$ cat config.mk
export PLATFORM = sky130hd
export DESIGN_NAME = ngc_core
export DESIGN_NICKNAME = d
export VERILOG_FILES = /design/src/rtl/core/ngc_pkg.sv /design/src/rtl/core/ngc_core.sv
export SDC_FILE = /design/constraint.sdc
export NUM_CORES = 1
export LEC_CHECK = 0
export BUFFER_PORTS_ARGS = -buffer_cell sky130_fd_sc_hd__buf_2
export CORE_MARGIN = 2
export CORE_UTILIZATION = 50
export CTS_CLUSTER_DIAMETER = 60
export DETAILED_ROUTE_END_ITERATION = 7
export PLACE_DENSITY = 0.71
export SLEW_MARGIN = 0
export SYNTH_ARGS = -nofsm -noshare
export SYNTH_HDL_FRONTEND = slang
export SYNTH_SLANG_ARGS = --single-unit
$ cat constraint.sdc
create_clock -name clk -period 2.7 [get_ports clk]
set_input_delay 0.135 -clock clk [delete_from_list [all_inputs] [get_ports clk]]
set_output_delay 0.135 -clock clk [all_outputs]
set_load 0.05 [all_outputs]
$ cat src/rtl/core/ngc_pkg.sv
// ----------------------------------------------------------------------------
// ngc_pkg
// Shared types, constants and character helpers for the GGA sentence checker.
// ----------------------------------------------------------------------------
package ngc_pkg;

  // Default saturation point of the comma counter.
  localparam int FIELD_INDEX_MAX_DEF = 15;

  // Channel widths.
  localparam int IN_TDATA_W   = 8;
  localparam int OUT_TDATA_W  = 32;
  localparam int OUT_TUSER_W  = 5;
  localparam int FIELD_NUM_W  = 4;

  // Header length and position counter width.
  localparam int          HEADER_LEN = 6;
  localparam int          POS_W      = 3;
  localparam logic [POS_W-1:0] POS_DONE = POS_W'(HEADER_LEN);

  // Characters with a special meaning in a sentence.
  localparam logic [7:0] CHAR_DOLLAR = 8'h24;
  localparam logic [7:0] CHAR_STAR   = 8'h2A;
  localparam logic [7:0] CHAR_COMMA  = 8'h2C;

  // Digit count at which the received checksum is complete.
  localparam logic [1:0] DIGITS_FULL = 2'd2;

  // One accepted input beat.
  typedef struct packed {
    logic       last;
    logic [7:0] data;
  } ngc_beat_t;

  // One result beat, before packing onto the output channel.
  typedef struct packed {
    logic [7:0]             out_byte;
    logic [FIELD_NUM_W-1:0] field_number;
    logic                   is_field_char;
    logic                   sentence_done;
    logic                   header_valid;
    logic                   checksum_pass;
    logic [7:0]             computed_checksum;
    logic [7:0]             received_checksum;
    logic [1:0]             received_digit_count;
  } ngc_result_t;

  // Expected header character at a given position.
  function automatic logic [7:0] header_char(input logic [POS_W-1:0] pos);
    logic [7:0] c;
    case (pos)
      3'd0:    c = 8'h24; // '$'
      3'd1:    c = 8'h47; // 'G'
      3'd2:    c = 8'h50; // 'P'
      3'd3:    c = 8'h47; // 'G'
      3'd4:    c = 8'h47; // 'G'
      3'd5:    c = 8'h41; // 'A'
      default: c = 8'h00;
    endcase
    return c;
  endfunction

  // True for '0'..'9', 'A'..'F' and 'a'..'f'.
  function automatic logic is_hex(input logic [7:0] b);
    return b inside {[8'h30:8'h39], [8'h41:8'h46], [8'h61:8'h66]};
  endfunction

  // True for the lowercase hex letters.
  function automatic logic is_lower_hex(input logic [7:0] b);
    return b inside {[8'h61:8'h66]};
  endfunction

  // Nibble value of a hex digit; meaningless for other bytes.
  function automatic logic [3:0] hex_nibble(input logic [7:0] b);
    logic [3:0] v;
    if (b inside {[8'h30:8'h39]}) begin
      v = b[3:0];
    end else begin
      v = 4'(b[3:0] + 4'd9);
    end
    return v;
  endfunction

endpackage

$ cat src/rtl/core/ngc_core.sv
// ----------------------------------------------------------------------------
// ngc_core
// Sentence state and per-byte evaluation: header match, checksum XOR,
// received digit collection and comma-delimited field numbering.
// ----------------------------------------------------------------------------
module ngc_core #(
  parameter int FIELD_INDEX_MAX = ngc_pkg::FIELD_INDEX_MAX_DEF
) (
  input  logic                clk,
  input  logic                rst_n,
  input  logic                advance,
  input  ngc_pkg::ngc_beat_t  beat,
  output ngc_pkg::ngc_result_t result
);
  import ngc_pkg::*;

  localparam int COMMA_W = $clog2(FIELD_INDEX_MAX + 1);
  localparam logic [COMMA_W-1:0] COMMA_MAX = COMMA_W'(FIELD_INDEX_MAX);

  logic [POS_W-1:0]   pos_r, pos_nxt;
  logic               match_r, match_nxt;
  logic [7:0]         xor_r, xor_nxt;
  logic               star_r, star_nxt;
  logic [1:0]         dcnt_r, dcnt_nxt;
  logic [7:0]         rval_r, rval_nxt;
  logic               lower_r, lower_nxt;
  logic [COMMA_W-1:0] comma_r, comma_nxt;

  logic [7:0] b;
  logic       hdr_done;
  logic       hv;

  assign b        = beat.data;
  assign hdr_done = (pos_r >= POS_DONE) && match_r;

  // Next sentence state for this byte.
  always_comb begin
    pos_nxt   = pos_r;
    match_nxt = match_r;
    xor_nxt   = xor_r;
    star_nxt  = star_r;
    dcnt_nxt  = dcnt_r;
    rval_nxt  = rval_r;
    lower_nxt = lower_r;
    comma_nxt = comma_r;

    // Header comparison over the first six bytes.
    if (pos_r < POS_DONE) begin
      if (b != header_char(pos_r)) begin
        match_nxt = 1'b0;
      end
      pos_nxt = POS_W'(pos_r + 1'b1);
    end

    // XOR span up to the first star, then checksum digits after it.
    if (!star_r) begin
      if (b == CHAR_STAR) begin
        star_nxt = 1'b1;
      end else if (pos_r != '0 && b != CHAR_DOLLAR) begin
        xor_nxt = xor_r ^ b;
      end
    end else if (b != CHAR_STAR && dcnt_r < DIGITS_FULL && is_hex(b)) begin
      rval_nxt = {rval_r[3:0], hex_nibble(b)};
      dcnt_nxt = 2'(dcnt_r + 1'b1);
      if (is_lower_hex(b)) begin
        lower_nxt = 1'b1;
      end
    end

    // Field numbering, saturating.
    if (b == CHAR_COMMA && comma_r < COMMA_MAX) begin
      comma_nxt = COMMA_W'(comma_r + 1'b1);
    end
  end

  // Result for this byte; verdict fields only on the last byte.
  assign hv = (pos_nxt >= POS_DONE) && match_nxt;

  always_comb begin
    result                      = '0;
    result.out_byte             = b;
    result.field_number         = comma_r[FIELD_NUM_W-1:0];
    result.is_field_char        = hdr_done && (comma_r != '0) && !star_r &&
                                  (b != CHAR_STAR) && (b != CHAR_COMMA);
    result.sentence_done        = beat.last;
    if (beat.last) begin
      result.header_valid         = hv;
      result.checksum_pass        = hv && (dcnt_nxt == DIGITS_FULL) && !lower_nxt &&
                                    (rval_nxt == xor_nxt);
      result.computed_checksum    = xor_nxt;
      result.received_checksum    = rval_nxt;
      result.received_digit_count = dcnt_nxt;
    end
  end

  // State registers; the last byte of a sentence clears them.
  always_ff @(posedge clk) begin
    if (!rst_n || (advance && beat.last)) begin
      pos_r   <= '0;
      match_r <= 1'b1;
      xor_r   <= '0;
      star_r  <= 1'b0;
      dcnt_r  <= '0;
      rval_r  <= '0;
      lower_r <= 1'b0;
      comma_r <= '0;
    end else if (advance) begin
      pos_r   <= pos_nxt;
      match_r <= match_nxt;
      xor_r   <= xor_nxt;
      star_r  <= star_nxt;
      dcnt_r  <= dcnt_nxt;
      rval_r  <= rval_nxt;
      lower_r <= lower_nxt;
      comma_r <= comma_nxt;
    end
  end

endmodule

# After elaboration in Yosys (flattened, before gate mapping)
# Cells that the tools add are included.
[classes] n_addsub=4 n_lt_le_gt_ge=11 eq_ne=13 n_mux=19 bitwise=1 reduce_logical=27
[op_table] operator="8-bit two-way mux" count=6
[op_table] operator="7-bit case mux with 4 select lines" count=1
[op_table] operator="8-bit by 6-bit != test with 1-bit output, second input constant" count=3
[op_table] operator="20-bit two-way mux" count=1
[op_table] operator="1-bit logical AND" count=17
[op_table] operator="8-bit by 6-bit equality test with 1-bit output, second input constant" count=2
[op_table] operator="8-bit by 7-bit >= comparator with 1-bit output, second input constant" count=2
[op_table] operator="8-bit by 7-bit <= comparator with 1-bit output, second input constant" count=2
[op_table] operator="8-bit equality test" count=1
[op_table] operator="8-bit by 6-bit >= comparator with 1-bit output, second input constant" count=1
[op_table] operator="8-bit by 6-bit <= comparator with 1-bit output, second input constant" count=1
[op_table] operator="8-bit != test" count=1
[op_table] operator="8-bit XOR" count=1
[op_table] operator="1-bit two-way mux" count=7
[op_table] operator="3-bit by 2-bit equality test with 1-bit output, second input constant" count=2
[op_table] operator="3-bit equality test, second input constant" count=2
[op_table] operator="3-bit >= comparator, second input constant" count=2
[op_table] operator="3-bit nonzero test" count=2
[op_table] operator="4-bit by 1-bit adder with 4-bit output, second input constant" count=1
[op_table] operator="4-bit adder, second input constant" count=1
[op_table] operator="4-bit < comparator, second input constant" count=1
[op_table] operator="2-bit two-way mux" count=2
[op_table] operator="4-bit two-way mux" count=1
[op_table] operator="4-bit nonzero test" count=1
[op_table] operator="other kinds (12)" count=14
[word_totals] register_bits=28 in_bits=12 output_inout_bits=34 wordCells=83

# Longest topological paths before layout
# Gate-level depths: netlist (run 1).
[logic_depth] ltp_word=12 ltp_mapped=11 depth_no_buf=9

# Least setup slack after synthesis (run 1)
# No wires, ideal clock.
[synth_path] path_type="register to output" startpoint="reg pos_r[0]" endpoint="out result[18] (netlist bit)" arrival_time_ps=3058 t_required_ps=2565 path_slack_ps=-493 path_stages_with_launch=10 path_buffers=0 cell_sequence="dfxtp_1 > inv_1 > ha_1 > nor2b_1 > nor3b_1 > xnor3_1 > a22oi_1 > a2111oi_4 > nand4_1 > nor4_2"
[synth_rtl] element="from (decl)" line="ngc_core.sv:20" rtl="logic [POS_W-1:0] pos_r, pos_nxt;"
[synth_rtl] element="from (signal assigned)" line="ngc_core.sv:108" rtl="pos_r <= pos_nxt;"
[synth_rtl] element="to (decl)" line="ngc_core.sv:13" rtl="output ngc_pkg::ngc_result_t result"

==> results of run 1 <==
-- cells in the final DEF (no fill, tap or decap), types with 3 or more instances in the layout --
cell type / n
a211oi_1: 3
nand3_1: 11
ha_1: 7
nor2b_1: 11
buf_2: 42
nand4_1: 3
inv_1: 10
clkbuf_8: 3
a21oi_1: 11
xor2_1: 16
and2_1: 7
a21boi_1: 5
buf_4: 39
dfxtp_2: 4
nand2_1: 27
nor2_1: 37
dfxtp_1: 24
xnor2_1: 12
o21ai_0: 8
o211ai_1: 4
nor3_1: 4
mux2i_1: 8
-- flip-flops by register name, summed over array words and instances (netlist names) --
signal / cells
pos_r: 3
comma_r: 4
star_r: 1
rval_r: 8
match_r: 1
lower_r: 1
xor_r: 8
dcnt_r: 2
-- metal layers --
metal,wire length (µm),vias to the layer above,share of wire,track usage
met5,0,-,0,0
met4,150,0,0.023,0.0707
met3,263,16,0.041,0.0339
met2,3320,55,0.51,0.430
met1,2730,1118,0.42,0.304
li1,-,1186,-,-
-- final timing paths --
check	slack [ns]	end	depth (start not counted)	from
max	0.01	result[18]	11	pos_r[1]$_SDFFE_PP0P_
min	0.31	pos_r[2]$_SDFFE_PP0P_	3	advance
max reg2reg	0.68	rval_r[0]$_SDFFE_PP0P_	9	star_r$_SDFFE_PP0P_
min reg2reg	0.53	match_r$_SDFFE_PP1P_	1	match_r$_SDFFE_PP1P_
-- power groups by stage --
stage          clock [mW]  sequential [mW]  combinational [mW]
2_1_floorplan           0            0.444               0.269
3_3_place_gp            0            0.445               0.358
3_5_place_dp            0            0.445               0.364
4_1_cts             0.340            0.437               0.391
5_1_grt             0.355            0.440               0.436
6_report            0.334            0.438               0.402
-- cell usage after synthesis (3+ instances only) --
master    instances  area [µm²]
nor2b_1          12        75.1
xor2_1           17         149
xnor2_1          14         123
o21ai_0           9        45.0
buf_4             9        67.6
clkbuf_1         15        56.3
a21boi_0          4        30.0
ha_1             11         138
nand3_1          11        55.1
nor3b_1           5        37.5
mux2i_1           8        80.1
nand4_1           3        18.8
nor3_1            4        20.0
dfxtp_1          28         561
inv_1            11        41.3
nor2_1           38         143
a211oi_1          4        30.0
nand2_1          27         101
and2_1            7        43.8
a21oi_1          11        55.1
buf_2             3        15.0
o211ai_1          4        30.0
-- kinds of logic (layout without fill, tap and decap cells) --
group,count (synthesis),after routing,share of synthesized area
DFF,28,28,0.228
muxes,10,10,0.0418
xor gates and xnor gates,33,33,0.129
buffers and inverters,42,100,0.0856
adders and majority gates,11,11,0.0560
AOI/OAI and AO/OA,59,59,0.188
and+or+nand+nor,127,127,0.272
-- cell type report --
| class | instances | area (µm²) | share of cell area |
|---|---|---|---|
| multi-input combinational | 240 | 1820 | 0.584 |
| sequential | 28 | 566 | 0.181 |
| timing repair buffer | 84 | 533 | 0.171 |
| tap | 67 | 83.8 | 0.0269 |
| inverter | 12 | 45.0 | 0.0144 |
| clock buffer | 3 | 41.3 | 0.0132 |
| clock inverter | 1 | 30.0 | 0.00963 |
-- repair_timing --
action | CTS | global route
pin swaps | 12 | 1
resized for setup | 22 | 12
setup buffers | 7 | 0
setup endpoints to repair | 1 | 3
endpoints found under the hold margin | 0 | 0
-- through the flow --
| stage | std cells | instance area [µm²] | hold WS [ns] |
|---|---|---|---|
| 6_report | 435 | 3120 | 0.312 |
| 2_1_floorplan | 310 | 2470 | 0.339 |
| 5_1_grt | 435 | 3120 | 0.342 |
| 4_1_cts | 435 | 3070 | 0.301 |
| 3_5_place_dp | 425 | 2860 | 0.486 |
| 3_3_place_gp | 425 | 2860 | 0.473 |
-- worst max-delay path: cells and delay by family (launching register included) --
family,cells,cell delay (ns)
buf+inv,3,0.48
flops,1,0.33
simple gates,3,0.52
xor+xnor,1,0.15
compound gates,2,0.43
fa+ha+maj,2,0.36
==> impl_metrics.py, run 1 <==
metrics = {
    "status": {
        "status": "finished, final reports clean",
    },
    "drt": {
        "avgRoutedWirePerCell_um": 14.9,
        "antenna_left": 0,
        "wirelength_um": 6460,
        "drtPass1Iterations": 4,
        "first_iter_violations": 118,
        "drc_errors": 0,
        "vias": 2375,
        "routed_via_density": 5.46,
    },
    "sta": {
        "finalCritPeriodShare": 0.996,
        "slew_headroom": 0.337,
        "fin_tns_setup_ns": 0,
        "slew_viol_final": 0,
        "setup_ws_ns": 0.0114,
        "setup_viol": 0,
        "hold_viol": 0,
        "fin_crit_ns": 2.69,
        "fmax_ghz": 0.372,
        "skew_ns": 0.00646,
        "rsz0062_at_grt": "yes",
        "worst_pin_slew_ns": 0.992,
    },
    "logic_synthesis": {
        "syn-cell-area_um2": 2460,
        "syn_area_per_cell_um2": 7.92,
        "synth_warnings": 0,
        "synthCells": 310,
        "ys.flop_type": "dfxtp_1",
        "syn_nets": 333,
        "ys_seq_area_frac": 0.228,
        "ys_seq_elements": 28,
        "ys_types": 62,
        "async_reset_ff_frac": 0,
        "synth_edf_count": 0,
    },
    "finish": {
        "drive_gt1_frac": 0.340,
        "area_delta_synth_final_pct": 27.0,
        "fillerInstances": 407,
        "fin_util": 0.660,
        "diodes": 0,
        "fin_nets": 392,
    },
    "power_and_ir_drop": {
        "ir_drop_mv": 0.278,
        "clkPwrFrac": 0.284,
        "seqPwrFrac": 0.373,
        "power.density_nw_per_um2": 376,
        "p_int_mw": 0.787,
        "comb_power_share": 0.342,
        "switching_share": 0.329,
        "p_switching_mw": 0.386,
        "finalPower_mw": 1.17,
        "p_leak_nw": 1.29,
    },
    "grt": {
        "overflow": 0,
        "track_usage": 0.242,
        "antenna_found_initial": 0,
        "grt_start_max_net_pins": 29,
        "grt_pass1_wl_um": 10300,
        "grt_pass1_vias": 2173,
    },
    "min_path": {
        "hold_class": "in2reg",
    },
    "setup_path": {
        "crit_chain": "buf_4 > ha_1 > ha_2 > a211oi_2 > xnor2_1 > nand4b_1 > o31ai_1 > buf_4 > nand4_1 > nor4_4 > buf_6",
        "cp-start-kind": "flop",
        "endpoint_kind": "output pin",
        "worstSetupPathType": "reg2out",
        "cp_slowest_cell": "dfxtp_2",
        "critPathMaxStageDelay_ns": 0.33,
        "crit_required_ns": 2.57,
        "crit_top_cell": "buf_4",
        "critPathArrivalTime_ns": 2.55,
        "crit_fanout": 6,
    },
    "cts": {
        "numCtsBuffers": 3,
        "cts_tree": "done",
        "cts_hold_buf": 0,
        "cts_root_buffer": "clkbuf_8",
        "clock-sinks": 28,
        "insertion_delay_ns": 0.28,
        "htreeDepth": 1,
        "clk_pin_slew_ns": 0.10,
        "clock_path_buffers": 2,
    },
    "floorplanning": {
        "die_height_um": 74.1,
        "die_width_um": 74.1,
        "core_um2": 4720,
        "rows": 25,
        "num_io_pins": 46,
        "dieArea_um2": 5490,
        "initial_core_util": 0.520,
    },
    "placed_design": {
        "place_congestion": 0.883,
        "port_buffers": 45,
        "pre_cts_slack_ns": -0.0220,
        "dp_hpwl_um": 4760,
    },
    "job": {
        "drv_cap": 0,
    },
}
(Power assumes the default switching activity.)
==> run 2, diff against run 1 <==
- CORE_UTILIZATION: 50 -> 45
- PLACE_DENSITY: 0.71 -> 0.65
- clock period: 2.7 -> 2.9 ns (I/O delays scaled with it)
==> impl_metrics.py, run 2 (synthesis results as in run 1) <==
metrics = {
    "placed_design": {
        "pre_cts_slack_ns": 0.0654,
        "port_buffers": 45,
        "place_inst": 414,
        "dp_hpwl_um": 4640,
        "place_congestion": 0.889,
        "placedInstanceArea_um2": 2760,
    },
    "sta": {
        "rsz0062_at_grt": "yes",
        "fmax_ghz": 0.361,
        "hold_viol": 0,
        "setup_viol": 0,
        "fin_crit_ns": 2.77,
        "setup_ws_ns": 0.129,
        "worst_pin_slew_ns": 1.00,
        "finalCritPeriodShare": 0.955,
        "slew_viol_final": 0,
        "slew_headroom": 0.329,
        "skew_ns": 0.00532,
    },
    "finish": {
        "stdcell_count": 420,
        "area_delta_synth_final_pct": 19.7,
        "layout_common_cells": "buf_2, nor2_1, nand2_1",
        "diodes": 0,
        "postLayoutCellArea_um2": 2940,
        "drive_gt1_frac": 0.283,
        "layout_commonest_cell": "buf_2",
        "fin_nets": 374,
        "fin_util": 0.568,
        "top_regs": "rval_r (8), xor_r (8), comma_r (4)",
    },
    "power_and_ir_drop": {
        "finalPower_mw": 1.07,
        "switching_share": 0.337,
        "seqPwrFrac": 0.379,
        "p_switching_mw": 0.362,
        "comb_power_share": 0.322,
        "p_leak_nw": 1.21,
        "p_int_mw": 0.712,
        "clkPwrFrac": 0.299,
        "power.density_nw_per_um2": 365,
        "ir_drop_mv": 0.241,
    },
    "grt": {
        "grt_pass1_wl_um": 10600,
        "grt_start_max_net_pins": 29,
        "overflow": 0,
        "antenna_found_initial": 0,
        "grt_pass1_vias": 2165,
        "track_usage": 0.215,
    },
    "setup_path": {
        "cp-start-kind": "input pin",
        "crit_fanout": 8,
        "worstSetupPathType": "in2out",
        "critPathArrivalTime_ns": 2.63,
        "endpoint_kind": "output pin",
        "crit_required_ns": 2.76,
    },
    "cts": {
        "htreeDepth": 1,
        "clock-sinks": 28,
        "clk_pin_slew_ns": 0.11,
        "clock_path_buffers": 2,
        "cts_tree": "done",
        "numCtsBuffers": 3,
        "insertion_delay_ns": 0.28,
        "cts_root_buffer": "clkbuf_8",
    },
    "min_path": {
        "hold_class": "in2reg",
    },
    "job": {
        "drv_cap": 0,
    },
    "drt": {
        "avgRoutedWirePerCell_um": 14.8,
        "antenna_left": 0,
        "wirelength_um": 6200,
        "routed_via_density": 5.39,
        "first_iter_violations": 154,
        "drc_errors": 0,
        "drtPass1Iterations": 4,
        "vias": 2263,
    },
    "floorplanning": {
        "die_width_um": 77.9,
        "num_io_pins": 46,
        "die_height_um": 77.9,
        "initial_core_util": 0.475,
        "dieArea_um2": 6070,
        "rows": 26,
        "core_um2": 5170,
    },
    "status": {
        "status": "finished, final reports clean",
    },
}
[run 2: changes by cell type in the layout (fill, tap and decap cells not counted), moves of 2 or more]
cell	before	now
buf_4	39	17
xnor2_2	2	0
buf_2	42	44
buf_6	2	5
nor3b_1	2	4
xnor2_1	12	14
[run 2: through the flow]
step / TNS (ns) / hold slack [ns]
final: 0 / 0.274
after global routing: -0.0308 / 0.324
after CTS: 0 / 0.266
after detailed placement: 0 / 0.495
after global placement: 0 / 0.483
after floorplan: -0.0286 / 0.349
[run 2: worst paths after layout]
path	start	end	slack [ns]	depth (start not counted)
max	beat[0]	result[18]	0.13	11
min	beat[0]	xor_r[0]$_SDFFE_PP0P_	0.27	4
max reg2reg	star_r$_SDFFE_PP0P_	rval_r[6]$_SDFFE_PP0P_	0.97	6
min reg2reg	rval_r[5]$_SDFFE_PP0P_	rval_r[5]$_SDFFE_PP0P_	0.51	2
[run 2: layout make-up]
cell class | instances | area, µm²
clock inverters | 1 | 30.0
flip-flops and latches | 28 | 564
multi-input cells | 240 | 1770
fillers | 511 | 2230
well taps | 70 | 87.6
clock buffers | 3 | 41.3
repair buffers | 66 | 404
inverters | 12 | 45.0
[run 2: power by group through the flow]
stage	sequential, mW	combinational [mW]	clock [mW]
after floorplan	0.414	0.251	0
after global placement	0.414	0.321	0
after detailed placement	0.415	0.323	0
after CTS	0.406	0.327	0.331
after global routing	0.410	0.376	0.348
final	0.407	0.346	0.321
[run 2: critical path, stage by stage]
cell,delay [ns]
buf_2,0.15
inv_1,0.11
ha_1,0.26
or3b_2,0.48
o2111ai_1,0.17
o211ai_1,0.22
a32oi_2,0.28
xnor2_1,0.17
o2111ai_1,0.19
nor4_4,0.26
buf_6,0.19
[run 2: what timing repair did]
| item | CTS | global route |
|---|---|---|
| pin swaps | 1 | 9 |
| gates cloned | 0 | 0 |
| endpoints found under the setup margin | 1 | 1 |
| resized for setup | 6 | 19 |
| buffers inserted | 0 | 2 |
| hold buffers | 0 | 0 |
[run 2: layer usage]
| metal | track usage | up-vias | part of all wire |
|---|---|---|---|
| met3 | 0.0244 | 10 | 0.041 |
| met5 | 0 | - | 0 |
| met2 | 0.376 | 52 | 0.50 |
| met4 | 0.0679 | 0 | 0.019 |
| met1 | 0.274 | 1051 | 0.44 |
| li1 | - | 1150 | - |
